[src/hdl/lpfr_pkg.sv]
`timescale 1ns / 1ps
package lpfr_pkg;

    localparam int FRAMES  = 8;
    localparam int SLOT_W  = 3;
    localparam int RANK_W  = 3;
    localparam int PAGE_W  = 16;
    localparam int CNT_W   = 4;
    localparam int FAULT_W = 32;
    localparam int ODATA_W = 40;

    localparam logic [CNT_W-1:0]   FRAMES_RESET = 4'd8;
    localparam logic [FAULT_W-1:0] FAULT_MAX    = {FAULT_W{1'b1}};

    // Search state handed from one cell to the next
    typedef struct packed {
        logic              hit_found;
        logic [SLOT_W-1:0] hit_slot;
        logic [RANK_W-1:0] hit_rank;
        logic              empty_found;
        logic [SLOT_W-1:0] empty_slot;
        logic [RANK_W-1:0] max_rank;
        logic [SLOT_W-1:0] max_slot;
    } lpfr_chain_t;

    // Update broadcast to every cell
    typedef struct packed {
        logic              en;
        logic              fill;
        logic [SLOT_W-1:0] slot;
        logic [RANK_W-1:0] limit;
        logic [PAGE_W-1:0] page;
    } lpfr_upd_t;

endpackage

[src/hdl/lru_page_frame_replacer_unit.sv]
`timescale 1ns / 1ps
// LRU page frame replacer.
// Input channel s_*: one word per page reference, s_tdata holds the page
// number. Result channel m_*: one word per reference, m_tuser is the hit
// flag, m_tdata holds the frame slot used and the running fault total.
// cfg_we/cfg_wdata set the number of frames in use (1..8, 0 acts as 1,
// above 8 acts as 8); write it only while the block is idle.
// A word accepted on s_* is registered in page_reg. Once the result register
// is free it is searched and applied, and its result is registered and shows
// on m_tvalid. Throughput: one word per cycle while m_tready stays high. The
// search ripples through a row of eight frame cells within the processing
// cycle, and the chosen frame's update is broadcast back to all cells at its end.
// Reset: all frames empty, all ranks zero, fault count zero, eight frames
// in use. The result register is empty after reset.
// Stall: while m_tready is low with a result waiting, one more word is
// taken and held; s_tready then drops until the result is taken.
module lru_page_frame_replacer_unit
    import lpfr_pkg::*;
(
    input  logic               aclk,
    input  logic               aresetn,
    // configuration
    input  logic               cfg_we,
    input  logic [CNT_W-1:0]   cfg_wdata,   // [3:0] frames_in_use
    // input channel
    input  logic               s_tvalid,
    output logic               s_tready,
    input  logic [PAGE_W-1:0]  s_tdata,     // [15:0] page_number
    // result channel
    output logic               m_tvalid,
    input  logic               m_tready,
    output logic [ODATA_W-1:0] m_tdata,     // [2:0] frame_slot, [34:3] fault_total, rest 0
    output logic               m_tuser      // [0] hit
);

    logic [CNT_W-1:0]   frames_reg;
    logic [CNT_W-1:0]   n_eff;
    logic               busy_reg, busy_next;
    logic [PAGE_W-1:0]  page_reg;
    logic               m_valid_reg, m_valid_next;
    logic               hit_out_reg;
    logic [SLOT_W-1:0]  slot_out_reg;
    logic [FAULT_W-1:0] fault_reg, fault_next;
    logic               s_accept;
    logic               process;
    logic [FRAMES-1:0]  active;
    lpfr_chain_t        chain [FRAMES+1];
    lpfr_chain_t        found;
    lpfr_upd_t          upd;
    logic [SLOT_W-1:0]  slot;

    // Handshake: process the held word when the result register is free
    assign process  = busy_reg && (!m_valid_reg || m_tready);
    assign s_tready = !busy_reg || process;
    assign s_accept = s_tvalid && s_tready;

    // Clamp the frame count into 1..FRAMES
    always_comb begin
        n_eff = frames_reg;
        if (frames_reg == '0) begin
            n_eff = CNT_W'(1);
        end else if (frames_reg > CNT_W'(FRAMES)) begin
            n_eff = CNT_W'(FRAMES);
        end
    end

    assign chain[0] = '0;

    genvar g;
    generate
        for (g = 0; g < FRAMES; g++) begin : g_cell
            assign active[g] = (CNT_W'(g) < n_eff);
            lpfr_cell u_cell (
                .aclk     (aclk),
                .aresetn  (aresetn),
                .cell_idx (SLOT_W'(g)),
                .active   (active[g]),
                .page     (page_reg),
                .chain_in (chain[g]),
                .chain_out(chain[g+1]),
                .upd      (upd)
            );
        end
    endgenerate

    assign found = chain[FRAMES];

    // Pick the frame: hit, else first empty, else least recently used
    always_comb begin
        upd.en   = process;
        upd.page = page_reg;
        upd.fill = 1'b0;
        if (found.hit_found) begin
            slot      = found.hit_slot;
            upd.limit = found.hit_rank;
        end else if (found.empty_found) begin
            slot      = found.empty_slot;
            upd.limit = '0;
            upd.fill  = 1'b1;
        end else begin
            slot      = found.max_slot;
            upd.limit = found.max_rank;
        end
        upd.slot = slot;
    end

    // Count faults, hold at the top
    always_comb begin
        fault_next = fault_reg;
        if (process && !found.hit_found && (fault_reg != FAULT_MAX)) begin
            fault_next = fault_reg + FAULT_W'(1);
        end
    end

    always_comb begin
        busy_next = busy_reg;
        if (s_accept) begin
            busy_next = 1'b1;
        end else if (process) begin
            busy_next = 1'b0;
        end
    end

    always_comb begin
        m_valid_next = m_valid_reg;
        if (process) begin
            m_valid_next = 1'b1;
        end else if (m_tready) begin
            m_valid_next = 1'b0;
        end
    end

    always_ff @(posedge aclk) begin
        if (!aresetn) begin
            frames_reg  <= FRAMES_RESET;
            busy_reg    <= 1'b0;
            m_valid_reg <= 1'b0;
            fault_reg   <= '0;
        end else begin
            if (cfg_we) begin
                frames_reg <= cfg_wdata;
            end
            busy_reg    <= busy_next;
            m_valid_reg <= m_valid_next;
            fault_reg   <= fault_next;
        end
    end

    // Payload registers: hold the page and the result
    always_ff @(posedge aclk) begin
        if (s_accept) begin
            page_reg <= s_tdata;
        end
        if (process) begin
            hit_out_reg  <= found.hit_found;
            slot_out_reg <= slot;
        end
    end

    assign m_tvalid = m_valid_reg;
    assign m_tuser  = hit_out_reg;
    assign m_tdata  = {{(ODATA_W-FAULT_W-SLOT_W){1'b0}}, fault_reg, slot_out_reg};

`ifndef SYNTH
    a_result_loaded: assert property (@(posedge aclk) disable iff (!aresetn)
        process |=> m_valid_reg && (m_tuser == $past(found.hit_found)))
        else $error("processed word did not reach the result register");

    a_slot_active: assert property (@(posedge aclk) disable iff (!aresetn)
        process |-> ({1'b0, slot} < n_eff))
        else $error("chosen frame lies outside the frames in use");

    a_fault_monotonic: assert property (@(posedge aclk) disable iff (!aresetn)
        $past(aresetn) |-> (fault_reg >= $past(fault_reg)))
        else $error("fault count went down");

    a_hit_keeps_count: assert property (@(posedge aclk) disable iff (!aresetn)
        (process && found.hit_found) |=> (fault_reg == $past(fault_reg)))
        else $error("fault count moved on a hit");
`endif

endmodule

[src/hdl/lpfr_cell.sv]
`timescale 1ns / 1ps
module lpfr_cell
    import lpfr_pkg::*;
(
    input  logic              aclk,
    input  logic              aresetn,
    input  logic [SLOT_W-1:0] cell_idx,
    input  logic              active,
    input  logic [PAGE_W-1:0] page,
    input  lpfr_chain_t       chain_in,
    output lpfr_chain_t       chain_out,
    input  lpfr_upd_t         upd
);

    logic [PAGE_W-1:0] page_reg;
    logic              valid_reg, valid_next;
    logic [RANK_W-1:0] rank_reg, rank_next;
    logic              match;
    logic              selected;

    assign match    = active && valid_reg && (page_reg == page);
    assign selected = (cell_idx == upd.slot);

    // Extend the search: first hit, first empty, oldest rank
    always_comb begin
        chain_out = chain_in;
        if (!chain_in.hit_found && match) begin
            chain_out.hit_found = 1'b1;
            chain_out.hit_slot  = cell_idx;
            chain_out.hit_rank  = rank_reg;
        end
        if (!chain_in.empty_found && active && !valid_reg) begin
            chain_out.empty_found = 1'b1;
            chain_out.empty_slot  = cell_idx;
        end
        if (active && (rank_reg > chain_in.max_rank)) begin
            chain_out.max_rank = rank_reg;
            chain_out.max_slot = cell_idx;
        end
    end

    // Selected frame becomes most recent; younger valid frames age by one, all other valid frames on a fill
    always_comb begin
        valid_next = valid_reg;
        rank_next  = rank_reg;
        if (upd.en) begin
            if (selected) begin
                valid_next = 1'b1;
                rank_next  = '0;
            end else if (valid_reg && (upd.fill || (rank_reg < upd.limit))) begin
                rank_next = rank_reg + RANK_W'(1);
            end
        end
    end

    always_ff @(posedge aclk) begin
        if (!aresetn) begin
            valid_reg <= 1'b0;
            rank_reg  <= '0;
        end else begin
            valid_reg <= valid_next;
            rank_reg  <= rank_next;
        end
    end

    always_ff @(posedge aclk) begin
        if (upd.en && selected) begin
            page_reg <= upd.page;
        end
    end

endmodule

[config.mk]
export PLATFORM = sky130hd
export DESIGN_NAME = lru_page_frame_replacer_unit
export DESIGN_NICKNAME = d
export VERILOG_FILES = /design/src/hdl/lpfr_pkg.sv /design/src/hdl/lru_page_frame_replacer_unit.sv /design/src/hdl/lpfr_cell.sv
export SDC_FILE = /design/constraint.sdc
export NUM_CORES = 1
export LEC_CHECK = 0
export ABC_CLOCK_PERIOD_IN_PS = 17900
export BUFFER_PORTS_ARGS = -buffer_cell sky130_fd_sc_hd__buf_2
export CORE_ASPECT_RATIO = 0.5
export CORE_UTILIZATION = 25
export DETAILED_ROUTE_END_ITERATION = 16
export PLACE_DENSITY = 0.41
export SYNTH_ARGS = -nofsm -noshare
export SYNTH_HDL_FRONTEND = slang
export SYNTH_SLANG_ARGS = --single-unit
export TNS_END_PERCENT = 30
[constraint.sdc]
create_clock -name aclk -period 17.9 [get_ports aclk]
set_input_delay 0 -clock aclk [delete_from_list [all_inputs] [get_ports aclk]]
set_output_delay 0 -clock aclk [all_outputs]
set_load 0.1 [all_outputs]
==> flow_summary.json, run 1 <==
{
  "wl_per_cell_um": 19.4,
  "dr.pass1.iters": 5,
  "cts_made_buffers": 24,
  "synthFlopType": "edfxtp_1",
  "routed_wl_mm": 35.4,
  "yosys_register_bits": 218,
  "skew_ns": 0.0148,
  "synth.top_cell.area_share": 0.379,
  "crit_slowest_cell": "a311oi_1",
  "dieArea_um2": 47800,
  "power.leakage_nw": 4.68,
  "grt_pass1_wl_mm": 53.7,
  "gp_congestion": 0.924,
  "syn_inst": 1092,
  "dpl.cell_count": 1754,
  "cp.arrival_ns": 12.73,
  "place_ws_ns": 5.41,
  "crit_path_frequent_cell": "ha_1",
  "powerDensity_nw_per_um2": 81.1,
  "tightest_slew_ns": 1.06,
  "synthesis.area_um2": 11700,
  "rows": 55,
  "final_util": 0.300,
  "root_buffer": "clkbuf_16",
  "initial_core_util": 0.256,
  "fill_cells": 4708,
  "grt_max_degree": 54,
  "portBuffers": 62,
  "period_share": 0.701,
  "slew_viol_final": 0,
  "cpPeakStageDelay_ns": 0.63,
  "fin_nets": 1229,
  "status": "finished, final reports clean",
  "largest_reg_flops": 128,
  "cts_setup_buffers": 0,
  "drtAntennaViolNets": 0,
  "rsz0062_at_grt": "false",
  "vias_per_cell": 4.83,
  "clk_pin_slew_worst_paths_ns": 0.07,
  "htree_levels": 1,
  "syn_avg_cell_area_um2": 10.7,
  "worstSkewPairLatency_ns": 0.56,
  "ys_types": 100,
  "hold_ws_ns": 0.0646,
  "yosysMostFrequentCell": "edfxtp_1",
  "fmax_mhz": 79.7,
  "ys.warnings.count": 0,
  "fin_cells": 1826,
  "worstSetupPathType": "register to register",
  "drt_iter0_drc": 590,
  "area_growth_pct": 17.2,
  "setup_slack_ns": 5.35,
  "synth_area_leaders": "edfxtp_1 (38%), dfxtp_1 (12%), xnor2_1 (6.6%), xor2_1 (5.2%), nor2_1 (2.7%)",
  "grt-ovfl-total": 0,
  "hpwl_mm": 25.1,
  "die_w_um": 308,
  "drive_above_1_share": 0.132,
  "dieHeight_um": 155,
  "setup_violations": 0,
  "post-synth-top-area-cell": "edfxtp_1",
  "fin_total_pwr_mw": 1.12,
  "vdd_drop_max_v": 0.0000597,
  "cap_violations": 0,
  "clock_sinks": 218,
  "core_um2": 45800,
  "setup_tns_ns": 0,
  "crit_family": "compound AO/OA/AOI/OAI gates",
  "min_path_type": "primary input to register",
  "grt_pass1_vias": 8537,
  "cts_buffer_depth": 3,
  "cts_tree": "built",
  "critPathMaxFanout": 17,
  "drcViolationCount": 0,
  "dpl_cell_area_um2": 12700,
  "fin_area_um2": 13700,
  "yosysSeqAreaShare": 0.499,
  "hold_viol_final": 0,
  "async_flop_share": 0,
  "pin_count": 68,
  "num_antenna_cells": 0,
  "max_slew_margin": 0.288,
  "crit_path_end_kind": "register",
  "ys_top_cells_by_count": "edfxtp_1 (148), xnor2_1 (88), nor2_1 (84)",
  "grt_use_total": 0.149,
  "start_kind": "register",
  "synth_edf_count": 148,
  "period_needed_ns": 12.55,
  "antenna_found_initial": 0,
  "crit_buf_inv": 4,
  "cp.required_ns": 18.08,
  "vias": 8818
}
[worst reg2reg max path, delay by kind of cell, from the launching register on]
family | cells | cell delay (ns)
buf+inv | 4 | 1.06
fa+ha+maj | 8 | 2.39
simple gates | 12 | 2.49
mux | 1 | 0.36
flops | 1 | 0.53
compound gates | 25 | 5.36
[path summary, 6_finish.rpt]
path | start | end | slack, ns | cells past startpoint
worst min-delay path | aresetn | g_cell[3].u_cell.valid_reg | 0.06 | 2
worst min register to register | fault_reg[26] | fault_reg[26] | 0.50 | 2
worst max-delay path | g_cell[0].u_cell.rank_reg[2] | g_cell[2].u_cell.page_reg[9] | 5.35 | 50
worst max register to register | g_cell[0].u_cell.rank_reg[2] | g_cell[2].u_cell.page_reg[9] | 5.35 | 50
[layout by cell type, fill, tap and decap left out, types with 5 or more instances in the layout]
cell,Yosys,routed
ha_1,23,23
or2_2,5,5
and3_1,15,15
o21ai_0,24,24
a21oi_1,31,31
dfxtp_1,70,70
nand2b_1,6,6
nand3_1,37,37
nor3_1,28,28
edfxtp_1,148,148
nand3b_1,5,5
nor4_1,19,19
clkbuf_1,18,6
a21o_1,9,9
xnor2_1,88,88
a31oi_1,6,6
nand4_1,33,33
dlygate4sd3_1,0,28
o21a_1,11,11
buf_4,7,17
o211ai_1,20,20
nor2_1,84,84
conb_1,1,5
or3_1,21,21
o21ai_1,10,10
o2111ai_1,7,7
clkinv_2,0,6
nor2b_1,9,8
xor2_1,70,70
clkbuf_16,0,24
mux2i_1,17,17
inv_1,31,30
nand2_1,76,76
and2_1,13,13
buf_2,18,62
[what timing repair did]
| item | 4_1_cts | 5_1_grt |
|---|---|---|
| endpoints found under the hold margin | 22 | 0 |
| gates resized for setup | 0 | 0 |
| hold buffers | 28 | 0 |
| setup endpoints to repair | 0 | 0 |
[layer usage]
layer	wire length (um)	vias to the layer above	share of wire	GRT usage
met5	0	-	0	0
met4	744	0	0.021	0.0348
met3	1600	45	0.045	0.0248
met2	15700	174	0.44	0.235
met1	17400	4362	0.49	0.211
li1	-	4237	-	-
[power breakdown]
part / switching, mW / internal, mW / leakage (nW) / total [mW]
Combinational: 0.0514 / 0.0259 / 2.39 / 0.0773
Clock: 0.217 / 0.264 / 0.367 / 0.480
Sequential: 0.0120 / 0.545 / 1.92 / 0.557
[final cells by class]
class	count	area, um^2	area share
repair buffers	107	718	0.0523
multi-input cells	796	5530	0.402
clock inverters	14	120	0.00874
inverters	34	128	0.00929
clock buffers	30	623	0.0453
flip-flops and latches	218	5850	0.425
well taps	627	785	0.0571
[kinds of logic after synthesis]
kind of cell / after synthesis / synth area share
mux: 21 / 0.0184
other cells: 1 / 0.000320
buf+inv: 82 / 0.0318
simple gates: 390 / 0.177
fa+ha+maj: 27 / 0.0280
flops: 218 / 0.499
xor+xnor: 158 / 0.118
compound gates: 195 / 0.128
(Power assumes the default switching activity.)
==> inputs of run 2 (changes only) <==
--- a/config.mk
+++ b/config.mk
@@ -5,7 +5,7 @@
 export SDC_FILE = /design/constraint.sdc
 export NUM_CORES = 1
 export LEC_CHECK = 0
-export ABC_CLOCK_PERIOD_IN_PS = 17900
+export ABC_CLOCK_PERIOD_IN_PS = 11630
 export BUFFER_PORTS_ARGS = -buffer_cell sky130_fd_sc_hd__buf_2
 export CORE_ASPECT_RATIO = 0.5
 export CORE_UTILIZATION = 25
==> constraint.sdc (replaced) <==
create_clock -name aclk -period 11.63 [get_ports aclk]
set_input_delay 0 -clock aclk [delete_from_list [all_inputs] [get_ports aclk]]
set_output_delay 0 -clock aclk [all_outputs]
set_load 0.1 [all_outputs]
==> flow_summary.json, run 2 (synthesized netlist as in run 1, its figures left out) <==
{
  "gp_congestion": 0.881,
  "portBuffers": 62,
  "num_antenna_cells": 0,
  "wl_per_cell_um": 19.4,
  "cts_tree": "built",
  "status": "finished, final reports clean",
  "grt-ovfl-total": 0,
  "start_kind": "register",
  "cp.required_ns": 11.88,
  "drtAntennaViolNets": 0,
  "top_layer_used": "met4",
  "vias": 8926,
  "dieHeight_um": 155,
  "vdd_drop_max_v": 0.000122,
  "tightest_slew_ns": 1.02,
  "grt_max_degree": 40,
  "crit_path_end_kind": "register",
  "met3WireLength_mm": 1.56,
  "m1WireLength_mm": 17.7,
  "cts_buffer_depth": 3,
  "hold_path_end": "page_reg[10]",
  "fin_area_um2": 14100,
  "drive_above_1_share": 0.167,
  "worstSetupPathType": "register to register",
  "period_needed_ns": 10.99,
  "min_path_type": "primary input to register",
  "fin_cells": 1848,
  "crit_slowest_cell": "or3_1",
  "routed_wl_mm": 35.8,
  "fin_total_pwr_mw": 1.77,
  "clk_pin_slew_worst_paths_ns": 0.07,
  "dpl.cell_count": 1771,
  "r2r-start": "g_cell[0].u_cell.rank_reg[0]",
  "cts_made_buffers": 24,
  "period_share": 0.945,
  "drt_iter0_drc": 537,
  "regToRegEndpoint": "g_cell[2].u_cell.page_reg[8]",
  "dieArea_um2": 47800,
  "dr_wl_met2_mm": 15.8,
  "grt_pass1_wl_mm": 54.4,
  "vias_per_cell": 4.83,
  "slew_viol_final": 0,
  "core_um2": 45800,
  "die_w_um": 308,
  "initial_core_util": 0.256,
  "dr.pass1.iters": 5,
  "ff2ff_setup_slack_ns": 0.64,
  "max_slew_margin": 0.322,
  "largest_reg_flops": 128,
  "crit_path_frequent_cell": "ha_1",
  "setup_violations": 0,
  "rows": 55,
  "grt_pass1_vias": 8613,
  "drcViolationCount": 0,
  "fin_nets": 1251,
  "min_path_cells": 2,
  "worstSkewPairLatency_ns": 0.55,
  "root_buffer": "clkbuf_16",
  "setup_tns_ns": 0,
  "cpPeakStageDelay_ns": 0.46,
  "hpwl_mm": 25.5,
  "skew_ns": 0.0110,
  "hp-start": "s_tdata[10]",
  "grt_use_total": 0.150,
  "final_common_cell": "edfxtp_1",
  "dpl_cell_area_um2": 12900,
  "critPathMaxFanout": 17,
  "clock_sinks": 218,
  "final_cell_mix": "edfxtp_1 (148), xnor2_1 (88), nor2_1 (79)",
  "r2r_cells": 55,
  "hold_viol_final": 0,
  "area_growth_pct": 20.6,
  "cp.arrival_ns": 11.24,
  "powerDensity_nw_per_um2": 125,
  "cap_violations": 0,
  "antenna_found_initial": 0,
  "htree_levels": 1,
  "pin_count": 68,
  "fmax_mhz": 91.0,
  "power.leakage_nw": 4.84
}
-- run 2: critical path, delay by kind of cell (launching register included) --
family | cells | cell delay [ns]
buf+inv | 7 | 1.01
compound gates | 24 | 3.88
mux | 1 | 0.35
fa+ha+maj | 9 | 2.59
flops | 1 | 0.37
simple gates | 14 | 2.47
-- run 2: cell type report --
type	count	area, um^2
timing repair buffer	129	913
clock buffer	35	682
clock inverter	9	126
multi-input combinational	796	5660
sequential	218	5850
fill	4719	31600
inverter	34	128
tap	627	785
-- run 2: where the power goes --
group	switching [mW]	internal (mW)	total, mW
Combinational	0.0875	0.0437	0.131
Clock	0.331	0.455	0.786
Sequential	0.0120	0.839	0.851
-- run 2: how the worst max path moves through the flow --
stage	slack (ns)	endpoint	depth (start not counted)	startpoint
after floorplan	0.74	g_cell[4].u_cell.page_reg[0]	50	g_cell[0].u_cell.rank_reg[0]
after global placement	0.24	g_cell[3].u_cell.rank_reg[0]	52	g_cell[0].u_cell.rank_reg[0]
after detailed placement	-0.12	g_cell[2].u_cell.page_reg[9]	51	g_cell[0].u_cell.rank_reg[0]
after CTS	0.04	g_cell[4].u_cell.rank_reg[1]	56	g_cell[0].u_cell.rank_reg[0]
after global routing	-0.05	g_cell[6].u_cell.rank_reg[1]	55	g_cell[0].u_cell.rank_reg[0]
final	0.64	g_cell[2].u_cell.page_reg[8]	55	g_cell[0].u_cell.rank_reg[0]
-- run 2: repair_timing --
item / 4_1_cts / 5_1_grt
hold buffers: 29 / 0
pin swaps: 0 / 6
endpoints found under the setup margin: 95 / 162
endpoints found under the hold margin: 26 / 0
buffers inserted: 0 / 4
gates resized for setup: 5 / 30
-- run 2: stage by stage --
step                utilization  setup WS, ns  hold WS, ns
floorplan                     -         0.745       0.0989
detailed placement        0.281        -0.123        0.178
global route              0.309       -0.0471        0.139
CTS                       0.306        0.0413        0.127
finish                    0.309         0.635        0.155
global placement          0.281         0.244        0.176
-- run 2: per-layer routing --
layer,track usage,up-vias
met5,0,-
met4,0.0348,0
met3,0.0229,43
met2,0.238,204
met1,0.214,4401
li1,-,4278
==> inputs of run 3 (changes only) <==
--- a/config.mk
+++ b/config.mk
@@ -5,11 +5,12 @@
 export SDC_FILE = /design/constraint.sdc
 export NUM_CORES = 1
 export LEC_CHECK = 0
-export ABC_CLOCK_PERIOD_IN_PS = 11630
+export ABC_CLOCK_PERIOD_IN_PS = 11700
 export BUFFER_PORTS_ARGS = -buffer_cell sky130_fd_sc_hd__buf_2
 export CORE_ASPECT_RATIO = 0.5
 export CORE_UTILIZATION = 25
 export DETAILED_ROUTE_END_ITERATION = 16
+export GPL_TIMING_DRIVEN = 0
 export PLACE_DENSITY = 0.41
 export SYNTH_ARGS = -nofsm -noshare
 export SYNTH_HDL_FRONTEND = slang
==> constraint.sdc (replaced) <==
create_clock -name aclk -period 11.7 [get_ports aclk]
set_input_delay 0 -clock aclk [delete_from_list [all_inputs] [get_ports aclk]]
set_output_delay 0 -clock aclk [all_outputs]
set_load 0.1 [all_outputs]
==> flow_summary.json, run 3 (synthesized netlist as in run 1, its figures left out) <==
{
  "grt_pass1_vias": 8968,
  "drive_above_1_share": 0.179,
  "grt-ovfl-total": 0,
  "cpPeakStageDelay_ns": 0.40,
  "vias_per_cell": 4.90,
  "rows": 55,
  "dieArea_um2": 47800,
  "cts_tree": "built",
  "met3WireLength_mm": 1.73,
  "drt_iter0_drc": 678,
  "setup_violations": 0,
  "clkPwrFrac": 0.423,
  "regToRegEndpoint": "g_cell[0].u_cell.page_reg[14]",
  "min_path_cells": 2,
  "core_um2": 45800,
  "dr.pass1.iters": 4,
  "vdd_drop_max_v": 0.000115,
  "power.leakage_nw": 4.92,
  "fmax_mhz": 89.4,
  "hold_path_end": "page_reg[1]",
  "grt_use_total": 0.167,
  "max_slew_margin": 0.335,
  "cp.arrival_ns": 11.44,
  "r2r-start": "g_cell[0].u_cell.rank_reg[1]",
  "largest_reg_flops": 128,
  "fin_nets": 1284,
  "tightest_slew_ns": 0.997,
  "ff2ff_setup_slack_ns": 0.52,
  "grt_pass1_wl_mm": 59.0,
  "final_util": 0.315,
  "hold_viol_final": 0,
  "slew_viol_final": 0,
  "gp_congestion": 0.925,
  "fill_cells": 4653,
  "initial_core_util": 0.256,
  "hpwl_mm": 29.9,
  "dieHeight_um": 155,
  "cts_buffer_depth": 3,
  "routed_wl_mm": 40.2,
  "period_share": 0.956,
  "cap_violations": 0,
  "clock_sinks": 218,
  "multi_input_area_um2": 5770,
  "m1WireLength_mm": 19.2,
  "combPwrFrac": 0.079,
  "num_antenna_cells": 0,
  "seqCellArea_um2": 5850,
  "root_buffer": "clkbuf_16",
  "period_needed_ns": 11.18,
  "die_w_um": 308,
  "drcViolationCount": 0,
  "r2r_cells": 54,
  "hp-start": "s_tdata[1]",
  "skew_ns": 0.0262,
  "area_growth_pct": 23.0,
  "internal_power_mw": 1.29,
  "worstSetupPathType": "register to register",
  "final_cell_mix": "edfxtp_1 (148), xnor2_1 (88), buf_2 (79)",
  "status": "finished, final reports clean",
  "seqPwrFrac": 0.498,
  "dr_wl_met2_mm": 18.3,
  "vias": 9198,
  "setup_tns_ns": 0,
  "final_common_cell": "edfxtp_1",
  "crit_path_frequent_cell": "ha_1",
  "drtAntennaViolNets": 0,
  "start_kind": "register",
  "min_path_type": "primary input to register",
  "cp.required_ns": 11.95,
  "dpl.cell_count": 1789,
  "switching_power_mw": 0.419,
  "wl_per_cell_um": 21.4,
  "crit_path_end_kind": "register",
  "clk_pin_slew_worst_paths_ns": 0.06,
  "crit_slowest_cell": "dfxtp_2",
  "portBuffers": 61,
  "swShare": 0.246,
  "cts_made_buffers": 24,
  "critPathMaxFanout": 16,
  "worstSkewPairLatency_ns": 0.56,
  "grt_max_degree": 18,
  "top_layer_used": "met4",
  "fin_cells": 1878,
  "powerDensity_nw_per_um2": 118,
  "pin_count": 68,
  "antenna_found_initial": 0,
  "htree_levels": 1
}
==> run 3: cell types whose count changed in the layout (fill, tap and decap cells not counted), moves of 3 or more <==
cell | before | now
clkbuf_1 | 7 | 26
buf_2 | 62 | 79
buf_4 | 33 | 21
nor2_4 | 1 | 6
buf_12 | 1 | 4
buf_16 | 0 | 3
clkbuf_8 | 4 | 1
clkinv_1 | 1 | 4
inv_1 | 30 | 27
nor2_1 | 79 | 76
==> run 3: critical path, delay by kind of cell, from the launching register on <==
kind	cells	cell delay, ns
AOI/OAI and AO/OA	24	3.90
adders and majority gates	9	2.63
DFF	1	0.40
muxes	1	0.36
and+or+nand+nor	16	2.84
buffers and inverters	4	0.67
==> run 3: routing by layer <==
metal	vias to the layer above	GRT usage
met5	-	0
met4	0	0.0424
met3	50	0.0259
met2	234	0.275
met1	4579	0.228
li1	4335	-
==> run 3: cell type report <==
type / count / share of cell area
Timing Repair Buffer: 113 / 0.0620
Inverter: 34 / 0.00963
Clock buffer: 33 / 0.0447
Clock inverter: 8 / 0.00616
Sequential cell: 218 / 0.406
Buffer: 48 / 0.0170
Tap cell: 627 / 0.0544
Multi-Input combinational cell: 797 / 0.400
==> run 3: power by group through the flow <==
stage                     Clock (mW)  Combinational, mW  Sequential [mW]
after detailed placement           0              0.125            0.866
after global placement             0              0.123            0.866
final                          0.721              0.135            0.848
after CTS                      0.745              0.136            0.849
after floorplan                    0             0.0751            0.867
after global routing           0.772              0.145            0.850
==> run 3: worst max path at each step <==
stage                     cells past startpoint                       endpoint                         start
after floorplan                              50   g_cell[4].u_cell.page_reg[0]  g_cell[0].u_cell.rank_reg[0]
after global placement                       51   g_cell[4].u_cell.rank_reg[1]  g_cell[0].u_cell.rank_reg[2]
after detailed placement                     49  g_cell[2].u_cell.page_reg[12]  g_cell[0].u_cell.rank_reg[2]
after CTS                                    54   g_cell[2].u_cell.rank_reg[0]  g_cell[0].u_cell.rank_reg[0]
after global routing                         56   g_cell[7].u_cell.rank_reg[1]  g_cell[0].u_cell.rank_reg[1]
final                                        54  g_cell[0].u_cell.page_reg[14]  g_cell[0].u_cell.rank_reg[1]
==> run 3: metrics by stage <==
| step | worst slack (ns) | hold slack [ns] | instance area [um^2] | total power, mW |
|---|---|---|---|---|
| 6_report | 0.517 | 0.153 | 14400 | 1.71 |
| 5_1_grt | -0.0256 | 0.130 | 14400 | 1.77 |
| 4_1_cts | 0.00992 | 0.125 | 14200 | 1.73 |
| 3_5_place_dp | -1.46 | 0.178 | 13000 | 0.991 |
| 3_3_place_gp | -2.41 | 0.176 | 12800 | 0.989 |
| 2_1_floorplan | 0.815 | 0.0989 | 11700 | 0.943 |
==> run 3: timing repair <==
| action | in CTS | in global routing |
|---|---|---|
| buffers inserted | 11 | 7 |
| gates cloned | 1 | 0 |
| endpoints found under the setup margin | 161 | 160 |
| gates resized for setup | 25 | 26 |
| pin swaps | 5 | 11 |
| endpoints found under the hold margin | 25 | 0 |
| hold buffers | 29 | 0 |
